File: config.mk
export PLATFORM = sky130hd
export DESIGN_NAME = fpa_div_step
export DESIGN_NICKNAME = d
export VERILOG_FILES = /design/src/rtl/fpa_pkg.sv /design/src/rtl/fpa_div_step.sv
export SDC_FILE = /design/constraint.sdc
export NUM_CORES = 1
export LEC_CHECK = 0
export BUFFER_PORTS_ARGS = -buffer_cell sky130_fd_sc_hd__buf_2
export CAP_MARGIN = 20
export CORE_AREA = 2 2 156 158
export DETAILED_ROUTE_END_ITERATION = 8
export DIE_AREA = 0 0 158 160
export HOLD_SLACK_MARGIN = 0.08
export MAX_ROUTING_LAYER = met4
export PLACE_DENSITY = 0.58
export SYNTH_ARGS = -nofsm -noshare
export SYNTH_HDL_FRONTEND = slang
export SYNTH_SLANG_ARGS = --single-unit
File: constraint.sdc
create_clock -name clk -period 4.1 [get_ports clk]
set_input_delay 0.82 -clock clk [delete_from_list [all_inputs] [get_ports clk]]
set_output_delay 0.82 -clock clk [all_outputs]
set_load 0.005 [all_outputs]
File: src/rtl/fpa_pkg.sv
package fpa_pkg;

  localparam int PIPE_LAT = 36;
  localparam int QUO_W = 33;

  typedef enum logic [3:0] {
    OP_ADD      = 4'd0,
    OP_SUB      = 4'd1,
    OP_MUL      = 4'd2,
    OP_DIV      = 4'd3,
    OP_MIN      = 4'd4,
    OP_MAX      = 4'd5,
    OP_INC      = 4'd6,
    OP_DEC      = 4'd7,
    OP_TO_INT   = 4'd8,
    OP_FROM_INT = 4'd9
  } op_t;

  typedef struct packed {
    logic [3:0]         opcode;
    logic signed [31:0] operand_a;
    logic signed [31:0] operand_b;
  } in_req_t;

  typedef struct packed {
    logic signed [31:0] value;
    logic               a_less;
    logic               a_equal;
    logic               a_greater;
    logic               divide_by_zero;
    logic               saturated;
  } out_res_t;

  typedef struct packed {
    logic [31:0]      rem;
    logic [63:0]      num;
    logic [31:0]      den;
    logic [QUO_W-1:0] quo;
    logic             neg;
    logic             ovf;
    logic             is_div;
  } div_st_t;

  typedef struct packed {
    logic     vld;
    out_res_t res;
    div_st_t  dv;
  } pipe_t;

endpackage

File: src/rtl/fpa_div_step.sv
module fpa_div_step #(
  parameter int BIT = 0
) (
  input  logic           clk,
  input  logic           rst_n,
  input  fpa_pkg::pipe_t pipe_in,
  output fpa_pkg::pipe_t pipe_out
);

  fpa_pkg::pipe_t pipe_r;
  fpa_pkg::pipe_t pipe_nxt;
  logic [32:0]    shifted;
  logic [32:0]    diff;
  logic           ge;

  always_comb begin
    shifted  = {pipe_in.dv.rem, pipe_in.dv.num[BIT]};
    diff     = shifted - {1'b0, pipe_in.dv.den};
    ge       = shifted >= {1'b0, pipe_in.dv.den};
    pipe_nxt = pipe_in;
    pipe_nxt.dv.rem      = ge ? diff[31:0] : shifted[31:0];
    pipe_nxt.dv.quo[BIT] = ge;
  end

  always_ff @(posedge clk) begin
    if (!rst_n) begin
      pipe_r.vld <= 1'b0;
    end else begin
      pipe_r.vld <= pipe_nxt.vld;
    end
    pipe_r.res <= pipe_nxt.res;
    pipe_r.dv  <= pipe_nxt.dv;
  end

  assign pipe_out = pipe_r;

endmodule

==> impl_metrics.csv <==
group,metric,value,unit
run_status,run_status,"finished, final reports clean",
floorplanning,boundaryPins,406,
clocking,cts_resized,0,
sta,period_minus_slack,3.467,ns
sta,hold_slack,0.4066,ns
placement,io_buffers,404,
worst_setup_path,crit_arrival,3.85,ns
layout,final_common_cell,"buf_2",
power,power_frac_seq,43.2,%
power,power.density,521.9,mW/mm^2
clocking,clock-sinks,202,
synth,synth_cells,548,
synth,synth_top_cell_area_share,64.60,%
sta,maxSlewHeadroom,57.21,%
floorplanning,fp.coreArea,0.02382,sq mm
synth,synth_ff_type,"dfxtp_1",
min_path,hp-class,"in2reg",
power,p_sw,1.244,mW
floorplanning,die_h,160,um
synth,syn_area_per_cell,11.42,sq um
synth,synthTopCellsByArea,"dfxtp_1 (65%), ha_1 (6.4%), a21oi_1 (4.5%)",
layout,largest_reg_flops,202,
worst_setup_path,worstSetupEndpointType,"register",
grt,grt_pass1_wl,33400,um
drt,via_per_inst,4.171,
min_path,min_path_cells,1,
worst_setup_path,startpoint,"pipe_in[68]",
clocking,clk_pin_slew,0.06,ns
synth,yosysWarnings,0,
synth,synth_cell_types,48,
power,combPwrFrac,14.1,%
floorplanning,die-area,0.02528,sq mm
drt,routed_wl,23670,um
drt,drtAntennaViolNets,0,
sta,setup_tns,0,ns
sta,tightest_slew,0.6388,ns
drt,dr.pass1.iters,4,
worst_setup_path,endpoint,"pipe_out[158]$_DFF_P_",
grt,grt_max_degree,31,
power,internal-power,3.742,mW
power,total_leakage_power,4.800,nW
sta,finalSetupViolCount,0,
clocking,cts_tree,"yes",
layout,fillerInstances,2417,
sta,min_period_over_period,84.56,%
layout,drive_gt1_share,47.23,%
synth,syn_area,0.006260,sq mm
placement,dp.cells,1271,
clocking,root_buffer,"clkbuf_16",
worst_setup_path,path_class,"in2reg",
drt,drc_errors,0,
synth,synth_edf_count,0,
clocking,htree_levels,1,
synth,synthArstFlopShare,0,%
worst_setup_path,startpoint_type,"input port",
placement,post-dp-hpwl,19780,um
worst_setup_path,crit_fanout,3,
clocking,post_cts_buffers,0,
sta,rsz0062_at_grt,"false",
drt,avgRoutedWirePerCell,17.86,um
drt,vias,5526,
synth,yosysSeqAreaShare,64.60,%
sta,hold_viol_final,0,
synth,synth_area_leader_cell,"dfxtp_1",
floorplanning,start_util,26.28,%
clocking,cts_hold_buf,0,
layout,area_delta_synth_final,52.65,%
placement,place_congestion,0.8397,
grt,grt_use_total,18.32,%
layout,final_util,40.11,%
clocking,clock_path_buffers,3,
floorplanning,die_w,158,um
grt,antenna_found_initial,20,
worst_setup_path,required,4.48,ns
layout,stdcell_count,1325,
synth,synth_nets,785,
grt,grt_overflow,0,
grt,grt_pass1_vias,5540,
drt,drt-initial-drc-count,189,
layout,layout_common_cells,"buf_2 (404), dfxtp_1 (202), a21oi_1 (56)",
synth,synth_seq_cells,202,
clocking,numCtsBuffers,24,
sta,timing.fmax,288.4,MHz
power,pwr-share-clk,42.6,%
layout,final_area,0.009555,sq mm
power,peakVddDrop,0.3293,mV
placement,placed_cell_area,0.008720,sq mm
power,swShare,24.95,%
sta,finalMaxSlewViolations,0,
layout,nNetsFinal,1210,
floorplanning,rows,57,
job,drv_cap,0,
==> cells by family (layout without fill, tap and decap cells) <==
| kind of cell | after synthesis | after routing | synth area share [%] |
|---|---|---|---|
| buffers and inverters | 56 | 499 | 3.718 |
| AOI/OAI and AO/OA | 119 | 119 | 11.69 |
| xor gates and xnor gates | 27 | 27 | 3.778 |
| adders and majority gates | 33 | 33 | 6.716 |
| and+or+nand+nor | 100 | 100 | 7.536 |
| muxes | 11 | 11 | 1.959 |
| other | 0 | 10 | 0 |
| DFF | 202 | 202 | 64.60 |
==> final cells by class <==
class                           instances  area, sq um  area share (%)
Clock buffer                           33        705.7           7.385
Antenna cell                           10        25.02          0.2619
Multi-Input combinational cell        290         1983           20.75
Clock inverter                         11        105.1           1.100
Inverter                               38        142.6           1.493
Timing Repair Buffer                  417         2145           22.44
Sequential cell                       202         4044           42.32
Tap cell                              324        405.4           4.243
==> power groups by stage <==
stage / clock network [mW] / registers [mW] / logic, mW
floorplan: 0 / 2.23 / 0.303
global placement: 0 / 2.20 / 0.709
detailed placement: 0 / 2.20 / 0.713
CTS: 2.18 / 2.16 / 0.719
global route: 2.27 / 2.17 / 0.781
finish: 2.13 / 2.16 / 0.705
==> Yosys cell counts, types with 2 or more instances <==
| library cell | n |
|---|---|
| dfxtp_1 | 202 |
| a21oi_1 | 56 |
| inv_1 | 38 |
| nor2_1 | 35 |
| ha_1 | 32 |
| nand2_1 | 26 |
| o21ai_0 | 16 |
| xnor2_1 | 15 |
| a21o_1 | 12 |
| xor2_1 | 12 |
| buf_2 | 8 |
| nand3_1 | 8 |
| nand4_1 | 8 |
| clkbuf_1 | 6 |
| mux2_2 | 6 |
| o21a_1 | 6 |
| a31oi_1 | 5 |
| mux2_1 | 4 |
| nor4_1 | 4 |
| o211ai_1 | 4 |
| a211oi_1 | 3 |
| and2_1 | 3 |
| buf_4 | 3 |
| nand2b_1 | 3 |
| nor2b_1 | 3 |
| o21bai_1 | 3 |
| a2bb2oi_1 | 2 |
| and4_1 | 2 |
| nor3_1 | 2 |
| o22ai_1 | 2 |
| or4_1 | 2 |
==> how the worst min path moves through the flow <==
stage | to | slack, ns | start
after floorplan | pipe_out[0]$_DFF_P_ | 0.85 | pipe_in[0]
after global placement | pipe_out[90]$_DFF_P_ | 0.92 | pipe_in[90]
after global routing | pipe_out[114]$_DFF_P_ | 0.37 | pipe_in[114]
after CTS | pipe_out[86]$_DFF_P_ | 0.38 | pipe_in[86]
after detailed placement | pipe_out[98]$_DFF_P_ | 0.92 | pipe_in[98]
final | pipe_out[114]$_DFF_P_ | 0.41 | pipe_in[114]
==> metrics by stage <==
| stage | power, mW | worst slack, ns |
|---|---|---|
| global route | 5.222 | 0.5287 |
| global placement | 2.906 | 0.1772 |
| floorplan | 2.531 | 0.6434 |
| detailed placement | 2.912 | 0.1543 |
| CTS | 5.058 | 0.6607 |
| finish | 4.987 | 0.6332 |
==> worst max-delay path, stage by stage <==
cell and delay [ns]:
buf_2 0.09, inv_1 0.04, ha_1 0.20, fa_1 0.41, nand2b_1 0.18, a21oi_1 0.20
o21ai_0 0.16, o311a_1 0.39, a31oi_1 0.30, a21oi_1 0.18, buf_4 0.17, o21ai_0 0.28
xor2_1 0.12, mux2_1 0.30
==> per-layer routing <==
metal  global-route usage, %  wire (um)
met4                   4.873        550
met5                       -          0
met3                   7.001       2302
met2                   29.23      10850
met1                   21.61       9967
Note: power is estimated with default switching activity, not from simulation.
