$ cat src/rtl/fpa_pkg.sv
package fpa_pkg;

  localparam int PIPE_LAT = 36;
  localparam int QUO_W = 33;

  typedef enum logic [3:0] {
    OP_ADD      = 4'd0,
    OP_SUB      = 4'd1,
    OP_MUL      = 4'd2,
    OP_DIV      = 4'd3,
    OP_MIN      = 4'd4,
    OP_MAX      = 4'd5,
    OP_INC      = 4'd6,
    OP_DEC      = 4'd7,
    OP_TO_INT   = 4'd8,
    OP_FROM_INT = 4'd9
  } op_t;

  typedef struct packed {
    logic [3:0]         opcode;
    logic signed [31:0] operand_a;
    logic signed [31:0] operand_b;
  } in_req_t;

  typedef struct packed {
    logic signed [31:0] value;
    logic               a_less;
    logic               a_equal;
    logic               a_greater;
    logic               divide_by_zero;
    logic               saturated;
  } out_res_t;

  typedef struct packed {
    logic [31:0]      rem;
    logic [63:0]      num;
    logic [31:0]      den;
    logic [QUO_W-1:0] quo;
    logic             neg;
    logic             ovf;
    logic             is_div;
  } div_st_t;

  typedef struct packed {
    logic     vld;
    out_res_t res;
    div_st_t  dv;
  } pipe_t;

endpackage

$ cat src/rtl/fpa_front.sv
module fpa_front #(
  parameter int FRAC_BITS = 8
) (
  input  logic             clk,
  input  logic             rst_n,
  input  logic             acc,
  input  fpa_pkg::in_req_t req,
  output fpa_pkg::pipe_t   pipe_out
);

  logic                s1_vld_r;
  logic [3:0]          s1_op_r;
  logic signed [63:0]  s1_prod_r;
  fpa_pkg::out_res_t   s1_res_r;
  fpa_pkg::div_st_t    s1_dv_r;
  fpa_pkg::pipe_t      pipe_r;

  fpa_pkg::out_res_t   res_nxt;
  fpa_pkg::div_st_t    dv_nxt;
  logic [31:0]         mag_a;
  logic [63:0]         mag_p;
  logic [63:0]         rnd_p;
  fpa_pkg::pipe_t      pipe_nxt;

  always_comb begin
    res_nxt = '0;
    res_nxt.a_less    = req.operand_a < req.operand_b;
    res_nxt.a_equal   = req.operand_a == req.operand_b;
    res_nxt.a_greater = req.operand_a > req.operand_b;
    case (req.opcode)
      fpa_pkg::OP_ADD:      res_nxt.value = req.operand_a + req.operand_b;
      fpa_pkg::OP_SUB:      res_nxt.value = req.operand_a - req.operand_b;
      fpa_pkg::OP_DIV:      res_nxt.divide_by_zero = req.operand_b == 32'sd0;
      fpa_pkg::OP_MIN:      res_nxt.value = res_nxt.a_less ? req.operand_a : req.operand_b;
      fpa_pkg::OP_MAX:
        res_nxt.value = res_nxt.a_greater ? req.operand_a : req.operand_b;
      fpa_pkg::OP_INC:      res_nxt.value = req.operand_a + 32'sd1;
      fpa_pkg::OP_DEC:      res_nxt.value = req.operand_a - 32'sd1;
      fpa_pkg::OP_TO_INT:   res_nxt.value = req.operand_a >>> FRAC_BITS;
      fpa_pkg::OP_FROM_INT: res_nxt.value = req.operand_a << FRAC_BITS;
      default:              res_nxt.value = '0;
    endcase

    mag_a = req.operand_a[31] ? 32'(-req.operand_a) : 32'(req.operand_a);
    dv_nxt = '0;
    dv_nxt.num    = {32'd0, mag_a} << FRAC_BITS;
    dv_nxt.den    = req.operand_b[31] ? 32'(-req.operand_b) : 32'(req.operand_b);
    dv_nxt.neg    = req.operand_a[31] ^ req.operand_b[31];
    dv_nxt.is_div = (req.opcode == fpa_pkg::OP_DIV) && (req.operand_b != 32'sd0);
  end

  always_ff @(posedge clk) begin
    if (!rst_n) begin
      s1_vld_r <= 1'b0;
    end else begin
      s1_vld_r <= acc;
    end
  end

  always_ff @(posedge clk) begin
    s1_op_r   <= req.opcode;
    s1_prod_r <= 64'(req.operand_a) * 64'(req.operand_b);
    s1_res_r  <= res_nxt;
    s1_dv_r   <= dv_nxt;
  end

  always_comb begin
    pipe_nxt = '0;
    pipe_nxt.vld = s1_vld_r;
    pipe_nxt.res = s1_res_r;
    pipe_nxt.dv  = s1_dv_r;
    pipe_nxt.dv.ovf = {1'b0, s1_dv_r.num[63:33]} >= s1_dv_r.den;
    pipe_nxt.dv.rem = {1'b0, s1_dv_r.num[63:33]};
    mag_p = s1_prod_r[63] ? 64'(-s1_prod_r) : 64'(s1_prod_r);
    rnd_p = (mag_p + (64'd1 << (FRAC_BITS - 1))) >> FRAC_BITS;
    if (s1_op_r == fpa_pkg::OP_MUL) begin
      if (s1_prod_r[63]) begin
        if (rnd_p > 64'h8000_0000) begin
          pipe_nxt.res.value     = 32'sh8000_0000;
          pipe_nxt.res.saturated = 1'b1;
        end else begin
          pipe_nxt.res.value = 32'(-rnd_p[31:0]);
        end
      end else begin
        if (rnd_p > 64'h7FFF_FFFF) begin
          pipe_nxt.res.value     = 32'sh7FFF_FFFF;
          pipe_nxt.res.saturated = 1'b1;
        end else begin
          pipe_nxt.res.value = rnd_p[31:0];
        end
      end
    end
  end

  always_ff @(posedge clk) begin
    if (!rst_n) begin
      pipe_r.vld <= 1'b0;
    end else begin
      pipe_r.vld <= pipe_nxt.vld;
    end
    pipe_r.res <= pipe_nxt.res;
    pipe_r.dv  <= pipe_nxt.dv;
  end

  assign pipe_out = pipe_r;

endmodule

$ cat config.mk
export PLATFORM = sky130hd
export DESIGN_NAME = fpa_front
export DESIGN_NICKNAME = d
export VERILOG_FILES = /design/src/rtl/fpa_pkg.sv /design/src/rtl/fpa_front.sv
export SDC_FILE = /design/constraint.sdc
export NUM_CORES = 2
export LEC_CHECK = 0
export ABC_AREA = 1
export BUFFER_PORTS_ARGS = -buffer_cell sky130_fd_sc_hd__clkbuf_2
export CORE_MARGIN = 2
export CORE_UTILIZATION = 59
export CTS_BUF_LIST = sky130_fd_sc_hd__clkbuf_8
export CTS_CLUSTER_SIZE = 10
export DETAILED_ROUTE_END_ITERATION = 6
export GPL_TIMING_DRIVEN = 0
export PLACE_DENSITY = 0.85
export SETUP_SLACK_MARGIN = 0.15
export SLEW_MARGIN = 0
export SYNTH_ARGS = -nofsm -noshare
export SYNTH_HDL_FRONTEND = slang
export SYNTH_SLANG_ARGS = --single-unit
export TNS_END_PERCENT = 100
$ cat constraint.sdc
create_clock -name clk -period 9.49 [get_ports clk]
set_input_delay 1.4235 -clock clk [delete_from_list [all_inputs] [get_ports clk]]
set_output_delay 1.4235 -clock clk [all_outputs]
set_load 0.05 [all_outputs]
==> summary.txt <==
Synthesis
  – Post-synthesis sequential area ratio: 0.0969
  – FFs w/ async S/R, synth: 0
  – Syn Area/Cell: 7.50 um^2
  – Synth top area cells: fa_1 38%, nand2_1 13%, inv_1 13%
  – Synth Warn #: 0
  – Post-Syn Instances: 7603
  – Synth cell types: 64
  – Post-synth top area share: 0.381
  – Post-synth EDFFs: 0
  – Primary FF master, synth: dfxtp_1
  – Area leader, netlist: fa_1
  – Seq cells post-synth: 276
  – Synthesized area: 0.0570 mm^2

Flow run
  – Maxcap violations: 0

Global routing
  – Largest net degree at the start of global routing: 24
  – GRT overflow: 0
  – Number of antenna violations at the first check in global routing: 23
  – Tot GR Track Use: 0.486
  – Vias in the first global route: 52800
  – First-pass GRT wire length: 344 mm

Route
  – ANT nets after route: 0
  – Avg Vias per Cell: 5.80
  – Detailed Routing Iterations Pass 1: 7
  – WL per Instance: 25.9 um
  – Routed WL: 239 mm
  – Vias: 53500
  – Remaining DRCs: 0
  – DRT iter0 DRCs: 7642

Clock network
  – H-tree depth reported by CTS: 2
  – Clock latency at the later pin of the worst-skew pair: 650 ps
  – Clock sink count: 276
  – Root Buffer: clkbuf_8
  – TritonCTS clock tree: yes
  – Worst-path clk slew: 60 ps
  – Cts hold-fix bufs: 0
  – Clock Path Buffers: 3
  – CTS buffer count: 43

Setup path
  – Crit path required time: 10060 ps
  – Reg2reg setup slack: 4720 ps
  – Worst r2r src: s1_prod_r[0]$_DFF_P_
  – Arrival @ worst endpoint: 9920 ps
  – Max FO, Critical Path: 13
  – Setup crit start: req[56]
  – Nature of the critical path startpoint: input port
  – Crit end category: flop
  – WS Path Type: input port to flop

Floorplan
  – Row count: 114
  – Die H: 315 um
  – Die Span X: 315 um
  – Core area: 0.0963 mm^2
  – Starting Density: 0.592
  – Die ar.: 0.0992 mm^2
  – Num ports: 273

Outcome
  – Status: complete, no violations

Timing
  – Max Slew Vio Count: 0
  – RSZ-0062 raised after global routing: true
  – Worst Tran Pin Value: 1140 ps
  – Relative slew slack: 0.242
  – Final min period: 9350 ps
  – Period utilization: 0.986
  – Final Skew: 32.3 ps
  – Setup TNS: 0 ps
  – Fmax: 107 MHz
  – Final setup viols: 0
  – Hold Vio Cnt, Final: 0

Layout
  – Commonest non-fill, non-tap cells in the layout: 1937 x nand2_1, 1906 x inv_1, 1079 x fa_1, 416 x nor2_1, 306 x clkbuf_2
  – Nets: 9342
  – Final core occ: 0.636
  – Design Area, Final: 0.0612 mm^2
  – Layout cells sized above 1: 0.0971
  – Commonest non-fill, non-tap cell in the layout: nand2_1
  – Area Growth Syn to Fin: 7.31%

Placed design
  – Placed cell areas: 0.0599 mm^2
  – Final HPWL DP: 200 mm
  – Final GP Congestion: 1.13
  – IO buf count: 182

Worst hold path
  – Hold Crit Class: flop to flop
  – Hold_sp: pipe_nxt[167]$_DFF_P_
-- flip-flops by register name (all words and copies together) (netlist names) --
name       flops
s1_prod_r     64
pipe_out     105
pipe_nxt      70
s1_op_r        4
s1_vld_r       1
s1_res_r      32
-- cell families after synthesis --
group,Yosys count,share of synthesized area
buf+inv,2335,0.161
xor+xnor,167,0.0258
fa+ha+maj,1375,0.444
compound gates,584,0.0603
simple gates,2865,0.212
flops,276,0.0969
other cells,1,0.0000658
-- layout make-up --
cell class,count,area (um^2)
antenna,11,27.5
buffer,375,2100
clock buffer,54,743
clock inverter,22,184
fill,8734,35100
inverter,1925,7240
multi-input combinational,5081,42800
sequential,276,5530
tap,1276,1600
timing repair buffer,194,1020
-- layer usage --
metal	GRT usage	vias to the layer above	share of wire
met2	0.678	4288	0.40
met4	0.315	26	0.086
met1	0.605	25400	0.35
met5	0.0193	-	0.0027
li1	-	22600	-
met3	0.222	1082	0.17
-- cell usage after synthesis, drive strengths merged, types with 2 or more instances --
master,number
nand3b,34
o21bai,14
buf,157
or2,24
a21oi,220
a31oi,36
nor3,36
o22ai,14
o221ai,28
dfxtp,276
o31ai,12
nor4,12
clkinv,7
or4,3
inv,1918
a22oi,11
o21ai,169
o21a,10
a211oi,5
a221oi,2
nand3,181
a21o,12
nand4,69
nand2,2008
nor3b,2
a21boi,10
nor2,493
o2111ai,13
clkbuf,253
ha,291
fa,1084
xor2,120
o211ai,22
xnor2,47
-- critical path, stage by stage --
cell and delay [ps]:
buf_2 560, clkdlybuf4s18_2 660, nand2_1 160, fa_1 560, inv_1 50, fa_1 500
fa_1 540, inv_1 50, fa_1 480, inv_1 60, fa_1 480, fa_1 570
fa_1 440, fa_1 560, ha_1 410, a21oi_1 280, o21ai_0 140, a21oi_1 190
o21ai_0 110, a21oi_1 340, o21ai_0 210, nand3_1 110, o211ai_1 360, a21o_1 310
a21oi_1 170, xnor2_1 140
-- worst paths after layout --
path | end | cells after the start
setup / recovery | s1_prod_r[58]$_DFF_P_ | 26
hold / removal | pipe_out[167]$_DFF_P_ | 0
setup reg to reg | pipe_out[176]$_DFF_P_ | 22
hold reg to reg | pipe_out[167]$_DFF_P_ | 0
-- stage by stage --
| step | hold WS [ps] | cells | setup slack, ps |
|---|---|---|---|
| 2_1_floorplan | 310 | 7692 | 552 |
| 3_3_place_gp | 310 | 9150 | -2460 |
| 3_5_place_dp | 312 | 9151 | -2540 |
| 4_1_cts | 294 | 9217 | 161 |
| 5_1_grt | 304 | 9205 | -44.5 |
| 6_report | 306 | 9214 | 137 |
-- timing repair --
item,4_1_cts,5_1_grt
buffers inserted,6,5
setup endpoints to repair,25,19
pin swaps,4,8
gates resized for setup,131,175
Power is left out: the tool's default activity adds up to more than one toggle a clock period on the data nets, which glitch-free logic cannot reach.
