===== config.mk =====
export PLATFORM = sky130hd
export DESIGN_NAME = fpa_back
export DESIGN_NICKNAME = d
export VERILOG_FILES = /design/src/rtl/fpa_pkg.sv /design/src/rtl/fpa_back.sv
export SDC_FILE = /design/constraint.sdc
export NUM_CORES = 1
export LEC_CHECK = 0
export BUFFER_PORTS_ARGS = -buffer_cell sky130_fd_sc_hd__buf_2
export CORE_MARGIN = 4
export CORE_UTILIZATION = 45
export DETAILED_ROUTE_END_ITERATION = 16
export PLACE_DENSITY = 0.93
export SYNTH_ARGS = -nofsm -noshare
export SYNTH_HDL_FRONTEND = slang
export SYNTH_SLANG_ARGS = --single-unit

===== constraint.sdc =====
create_clock -name clk -period 6.7 [get_ports clk]
set_input_delay 0.335 -clock clk [delete_from_list [all_inputs] [get_ports clk]]
set_output_delay 0.335 -clock clk [all_outputs]
set_load 0.03 [all_outputs]

===== src/rtl/fpa_pkg.sv =====
package fpa_pkg;

  localparam int PIPE_LAT = 36;
  localparam int QUO_W = 33;

  typedef enum logic [3:0] {
    OP_ADD      = 4'd0,
    OP_SUB      = 4'd1,
    OP_MUL      = 4'd2,
    OP_DIV      = 4'd3,
    OP_MIN      = 4'd4,
    OP_MAX      = 4'd5,
    OP_INC      = 4'd6,
    OP_DEC      = 4'd7,
    OP_TO_INT   = 4'd8,
    OP_FROM_INT = 4'd9
  } op_t;

  typedef struct packed {
    logic [3:0]         opcode;
    logic signed [31:0] operand_a;
    logic signed [31:0] operand_b;
  } in_req_t;

  typedef struct packed {
    logic signed [31:0] value;
    logic               a_less;
    logic               a_equal;
    logic               a_greater;
    logic               divide_by_zero;
    logic               saturated;
  } out_res_t;

  typedef struct packed {
    logic [31:0]      rem;
    logic [63:0]      num;
    logic [31:0]      den;
    logic [QUO_W-1:0] quo;
    logic             neg;
    logic             ovf;
    logic             is_div;
  } div_st_t;

  typedef struct packed {
    logic     vld;
    out_res_t res;
    div_st_t  dv;
  } pipe_t;

endpackage


===== src/rtl/fpa_back.sv =====
module fpa_back (
  input  logic              clk,
  input  logic              rst_n,
  input  fpa_pkg::pipe_t    pipe_in,
  output logic              out_valid,
  output fpa_pkg::out_res_t out_res
);

  logic              vld_r;
  fpa_pkg::out_res_t res_r;
  fpa_pkg::out_res_t res_nxt;
  logic [33:0]       rnd_q;

  always_comb begin
    res_nxt = pipe_in.res;
    rnd_q = {1'b0, pipe_in.dv.quo}
          + 34'(({pipe_in.dv.rem, 1'b0} >= {1'b0, pipe_in.dv.den}));
    if (pipe_in.dv.is_div) begin
      if (pipe_in.dv.neg) begin
        if (pipe_in.dv.ovf || rnd_q > 34'h0_8000_0000) begin
          res_nxt.value     = 32'sh8000_0000;
          res_nxt.saturated = 1'b1;
        end else begin
          res_nxt.value = 32'(-rnd_q[31:0]);
        end
      end else begin
        if (pipe_in.dv.ovf || rnd_q > 34'h0_7FFF_FFFF) begin
          res_nxt.value     = 32'sh7FFF_FFFF;
          res_nxt.saturated = 1'b1;
        end else begin
          res_nxt.value = rnd_q[31:0];
        end
      end
    end
  end

  always_ff @(posedge clk) begin
    if (!rst_n) begin
      vld_r <= 1'b0;
    end else begin
      vld_r <= pipe_in.vld;
    end
  end

  always_ff @(posedge clk) begin
    res_r <= res_nxt;
  end

  assign out_valid = vld_r;
  assign out_res   = res_r;

endmodule


==> impl_results.md, run 1 <==
- Top_reg_cell synth: dfxtp_1
- Area grow syn2layout: 24.2%
- Die area: 11100 sq um
- Storage cell area: 761 sq um
- CTS tree: built
- Worst-path fanout max: 30
- Final Cell Area: 5310 sq um
- Fmax: 0.180 GHz
- Seq cells post-synth: 38
- Leakage power: 0.00243 uW
- Initial antenna violation count: 0
- Final core occ: 57.5%
- Worst Setup End Kind: register
- Io pins: 242
- Max cap viols: 0
- Clk sink count: 38
- Via total after detailed routing: 4830
- Slew headroom: 38.7%
- Setup WS pre-CTS: 0.951 ns
- Final Worst Setup Slack: 1.15 ns
- Fin crit share: 82.8%
- Syn Inst Count: 587
- Final setup violation count: 0
- Clock power frac: 27.1%
- Gr ovfl total: 0
- Final min period: 5.55 ns
- PwrDens: 135 nW/um^2
- Hold Vio Cnt, Final: 0
- DIE HEIGHT: 106 um
- Peak supply drop: 0.0964 mV
- Distinct cells, synth: 67
- Largest net degree at the start of global routing: 61
- DP Area: 5200 sq um
- DRC viols: 0
- Crit path from: pipe_in[37]
- DR iter-0 viols: 468
- Critical path cell sequence: buf_2 > inv_1 > ha_1 > nor2b_1 > o21a_1 > o21a_1 > o21a_1 > o21ai_0 > a21oi_1 > o31a_1 > o31ai_1 > a21oi_1 > ha_1 > ha_1 > and3_1 > nand3_1 > nor2_1 > xnor2_1 > nand4_1 > nor3b_4 > a31o_2 > nor2_2 > o32ai_2
- Synth async-reset ratio: 0%
- Worst Path Arrival: 5.74 ns
- Routability cong.: 0.908
- Slowest-stage cell, CP: a31o_2
- Share of layout cells above drive strength 1: 27.7%
- Sequential share of the synthesized area: 17.8%
- Core area: 9240 sq um
- CTS Buf Count: 5
- Hold wc startpoint: pipe_in[166]
- RSZ-0062 raised after global routing: no
- Fillcell total: 860
- Routed WL: 13000 um
- Hold Buf Count CTS: 0
- Tot Pwr: 718 uW
- Yosys warnings: 0
- Crit-path max cell delay: 0.63 ns
- # rows: 35
- Post-detail-place hpwl: 10800 um
- Setup TNS: 0 ns
- Total Nets Final: 984
- Die Width: 106 um
- Switching Share: 34.6%
- Post-CTS sizing: 0
- Setup Buffers After CTS: 0
- Number of nets with antenna violations after routing: 0
- I/O Buffers: 177
- Most common cell after layout, fill and taps aside: buf_2
- CP Data Required Time: 6.89 ns
- CTS H-tree lvls: 2
- Worst hold path type: in2reg
- Number of global-route vias before repair: 4488
- Multi-input gate area: 3220 sq um
- GRT Util Overall: 22.4%
- Worst-Margin Slew: 0.920 ns
- Sw power: 248 uW
- Syn avg cell area: 7.29 sq um
- Initial core utilization: 46.3%
- Combinational power share: 38.1%
- Clock Pin Slew Worst Setup and Hold Paths: 0.07 ns
- Drt wl/cell: 14.9 um
- Internal Power: 470 uW
- CP endpoint: out_res[32]
- Pre-Repair DR Iteration Count: 5
- Antenna Diode Count: 0
- Post-Synthesis Cell Area: 4280 sq um
- Part of the power in registers: 34.8%
- Syn nets: 827
- Most frequent cells in the layout: buf_2, nor2_1, inv_1
- Count of flip-flops with a built-in enable after synthesis: 0
- WS Path Type: in2reg
- Clk root buf: clkbuf_8
- Max Slew Vio Count: 0
- CTS Buffer Depth: 2
- Global-route wire length before repair: 20900 um
- Crit path launch type: input port
- Status: complete, no violations
- Via density per instance: 5.53
[kinds of logic (layout without fill, tap and decap cells)]
group / after synthesis / count (layout) / synth area share (%)
and+or+nand+nor: 243 / 243 / 30.9
AOI/OAI and AO/OA: 140 / 140 / 21.4
buffers and inverters: 73 / 230 / 7.05
xor gates and xnor gates: 38 / 38 / 7.78
DFF: 38 / 38 / 17.8
adders and majority gates: 36 / 36 / 10.5
muxes: 19 / 19 / 4.53
[synthesized netlist by cell type (3+ instances only)]
cell type,instances,area (sq um)
nand3_1,33,165
xor2_1,20,175
nand4_1,18,113
nor2_1,68,255
dfxtp_1,38,761
buf_4,4,30.0
nor2b_1,6,37.5
and3_1,7,43.8
o22ai_1,3,18.8
ha_1,36,450
o21ai_1,3,15.0
buf_2,4,20.0
a21oi_1,44,220
a21o_1,13,97.6
nand3b_1,4,30.0
xnor2_1,18,158
a31oi_1,6,37.5
nor4_1,16,100
and4b_1,4,40.0
o311ai_0,4,35.0
or2_2,3,18.8
o31ai_1,4,30.0
nand2_1,35,131
inv_1,45,169
nor3_1,21,105
clkbuf_1,17,63.8
o21ai_0,31,155
mux2_2,3,33.8
o21a_1,8,60.1
nor4b_1,3,26.3
and4_1,4,35.0
mux2i_1,16,160
and2_1,4,25.0
[power by group through the flow]
stage / Combinational [uW] / Sequential [uW] / Clock [uW]
3_3_place_gp: 264 / 255 / 0
3_5_place_dp: 271 / 255 / 0
4_1_cts: 272 / 250 / 199
6_report: 274 / 250 / 194
5_1_grt: 303 / 252 / 207
2_1_floorplan: 131 / 297 / 0
[metal layers]
metal / wire length (um) / GRT usage (%) / vias to the layer above / part of all wire (%)
li1: - / - / 2442 / -
met2: 6150 / 39.8 / 232 / 47
met1: 5450 / 28.8 / 2127 / 42
met4: 306 / 5.92 / 0 / 2.4
met5: 0 / 0 / - / 0
met3: 1080 / 2.45 / 29 / 8.3
[worst min-delay path by stage]
stage	end	slack, ns	cells past startpoint
floorplan	out_res[1]	0.36	0
global placement	out_res[3]	0.44	1
detailed placement	out_res[2]	0.44	1
CTS	out_res[2]	0.14	1
global route	out_res[3]	0.14	1
finish	out_res[2]	0.15	1
[final cells by class]
class,instances,area share (%)
Clock buffer,6,1.55
Clock inverter,1,0.565
Inverter,45,3.18
Multi-Input combinational cell,476,60.5
Sequential cell,38,14.3
Tap cell,129,3.04
Timing Repair Buffer,178,16.8
[sequential cells by signal, summed over array words and instances (netlist names)]
register   flops
out_res       37
out_valid      1
[worst max-delay path, delay by kind of cell]
| kind | cells | cell delay (ns) |
|---|---|---|
| AOI/OAI and AO/OA | 10 | 2.23 |
| xor gates and xnor gates | 1 | 0.44 |
| buffers and inverters | 2 | 0.11 |
| adders and majority gates | 3 | 0.94 |
| and+or+nand+nor | 7 | 1.67 |
[through the flow]
step | hold slack (ns) | instances
4_1_cts | 0.141 | 873
6_report | 0.149 | 873
3_5_place_dp | 0.439 | 866
5_1_grt | 0.136 | 873
2_1_floorplan | 0.363 | 587
3_3_place_gp | 0.437 | 866
Note: power is estimated with default switching activity, not from simulation.
==> run 2, diff against run 1 <==
clock period = 5.57 ns   (was 6.7 ns; I/O delays follow)
==> run 2 against run 1 <==
Effect of this change: design area up 1.1%; non-clock buffer count up 6; utilization up 0.64 points; clock-buffer cell count unchanged; sequential power up 20%; sequential cell count unchanged; global-route usage up 1.1 points; die area unchanged; via count up 3.2%; highest routed layer unchanged.
==> impl_results.md, run 2 (same netlist as run 1, synthesis figures left out) <==
- Crit-path max cell delay: 0.54 ns
- Number of global-route vias before repair: 4540
- RSZ-0062 raised after global routing: no
- CTS H-tree lvls: 2
- Fillcell total: 843
- Final setup violation count: 0
- Leakage power: 0.00247 uW
- Most common cell after layout, fill and taps aside: buf_2
- Worst hold path type: in2reg
- Crit path launch type: input port
- Tot Pwr: 876 uW
- Fmax: 0.196 GHz
- Most common cell on crit path: a21oi_1
- CP Data Required Time: 5.70 ns
- Final Cell Area: 5370 sq um
- Gr ovfl total: 0
- Final min period: 5.11 ns
- Multi-input gate area: 3220 sq um
- Via total after detailed routing: 4986
- Clk root buf: clkbuf_8
- Slowest-stage cell, CP: a2111o_1
- Number of nets with antenna violations after routing: 0
- Worst-path fanout max: 10
- Die Width: 106 um
- DR iter-0 viols: 524
- CTS tree: built
- Fin crit share: 91.8%
- Share of layout cells above drive strength 1: 28.4%
- Worst Path Arrival: 5.24 ns
- Worst Setup End Kind: register
- Final core occ: 58.1%
- Slew headroom: 37.6%
- Max cap viols: 0
- Hold Vio Cnt, Final: 0
- Area grow syn2layout: 25.6%
- Storage cell area: 761 sq um
- WS Path Type: in2reg
- I/O Buffers: 177
- Die area: 11100 sq um
- Max Slew Vio Count: 0
- Initial core utilization: 46.3%
- Global-route wire length before repair: 22000 um
- Io pins: 242
- Post-detail-place hpwl: 11200 um
- Most frequent cells in the layout: buf_2, nor2_1, inv_1
- Pre-Repair DR Iteration Count: 6
- GRT Util Overall: 23.5%
- # rows: 35
- Core area: 9240 sq um
- Setup Buffers After CTS: 0
- Setup TNS: 0 ns
- Worst-Margin Slew: 0.936 ns
- Max reg flops: 37
- Total Nets Final: 990
- Clock Pin Slew Worst Setup and Hold Paths: 0.07 ns
- Post-CTS sizing: 0
- CTS Buffer Depth: 2
- Routed WL: 13700 um
- CTS Buf Count: 5
- Peak supply drop: 0.0969 mV
- Hold Buf Count CTS: 0
- Critical path cell sequence: buf_2 > inv_1 > ha_1 > nor2b_1 > o21a_1 > o21a_1 > o21a_1 > o21ai_0 > a21oi_1 > o31a_1 > o31ai_1 > a21oi_1 > ha_1 > ha_1 > xor2_1 > or3_1 > nor2b_1 > a21bo_2 > a2111o_1 > nor4bb_1 > mux2i_1 > a21oi_1 > a21oi_1
- Number of cells on the worst hold path: 1
- DRC viols: 0
- Initial antenna violation count: 0
- Status: complete, no violations
- Clk sink count: 38
- Antenna Diode Count: 0
- Routability cong.: 0.996
- PwrDens: 163 nW/um^2
- DIE HEIGHT: 106 um
- Via density per instance: 5.67
- Drt wl/cell: 15.6 um
- DP Area: 5260 sq um
- Largest net degree at the start of global routing: 61
run 2: cell count changes in the layout (fill, tap and decap cells not counted), sizes merged:
cell / delta
buf: +6
run 2: routing by layer:
metal | track usage, % | share of wire (%) | up-vias
met5 | 0 | 0 | -
met2 | 40.8 | 48 | 255
li1 | - | - | 2451
met4 | 6.01 | 2.2 | 0
met3 | 2.33 | 8.5 | 27
met1 | 31.3 | 41 | 2253
run 2: final timing paths:
check	endpoint	from	slack, ns
worst max-delay path	out_res[30]	pipe_in[37]	0.46
worst min-delay path	out_res[4]	pipe_in[168]	0.09
run 2: worst max-delay path: cells and delay by family:
kind / cells / cell delay [ns]
AOI/OAI and AO/OA: 12 / 2.41
and+or+nand+nor: 4 / 1.13
adders and majority gates: 3 / 0.96
buffers and inverters: 2 / 0.11
muxes: 1 / 0.13
xor gates and xnor gates: 1 / 0.22
run 2: cell type report:
cell class | instances | share of cell area, %
repair buffers | 184 | 17.7
well taps | 129 | 3.00
clock buffers | 6 | 1.54
flip-flops and latches | 38 | 14.2
clock inverters | 1 | 0.559
inverters | 45 | 3.14
multi-input cells | 476 | 59.9
run 2: metrics by stage:
| step | hold WS, ns | instances | worst slack, ns |
|---|---|---|---|
| CTS | 0.0823 | 879 | 0.464 |
| finish | 0.0882 | 879 | 0.458 |
| floorplan | 0.306 | 587 | 0.817 |
| detailed placement | 0.382 | 872 | 0.165 |
| global route | 0.0727 | 879 | 0.150 |
| global placement | 0.380 | 872 | 0.269 |
run 2: where the power goes:
part,total (uW),leakage [uW],internal (uW),switching (uW)
Clock,239,0.0000573,143,95.8
Combinational,335,0.00209,129,206
Sequential,301,0.000320,296,5.76
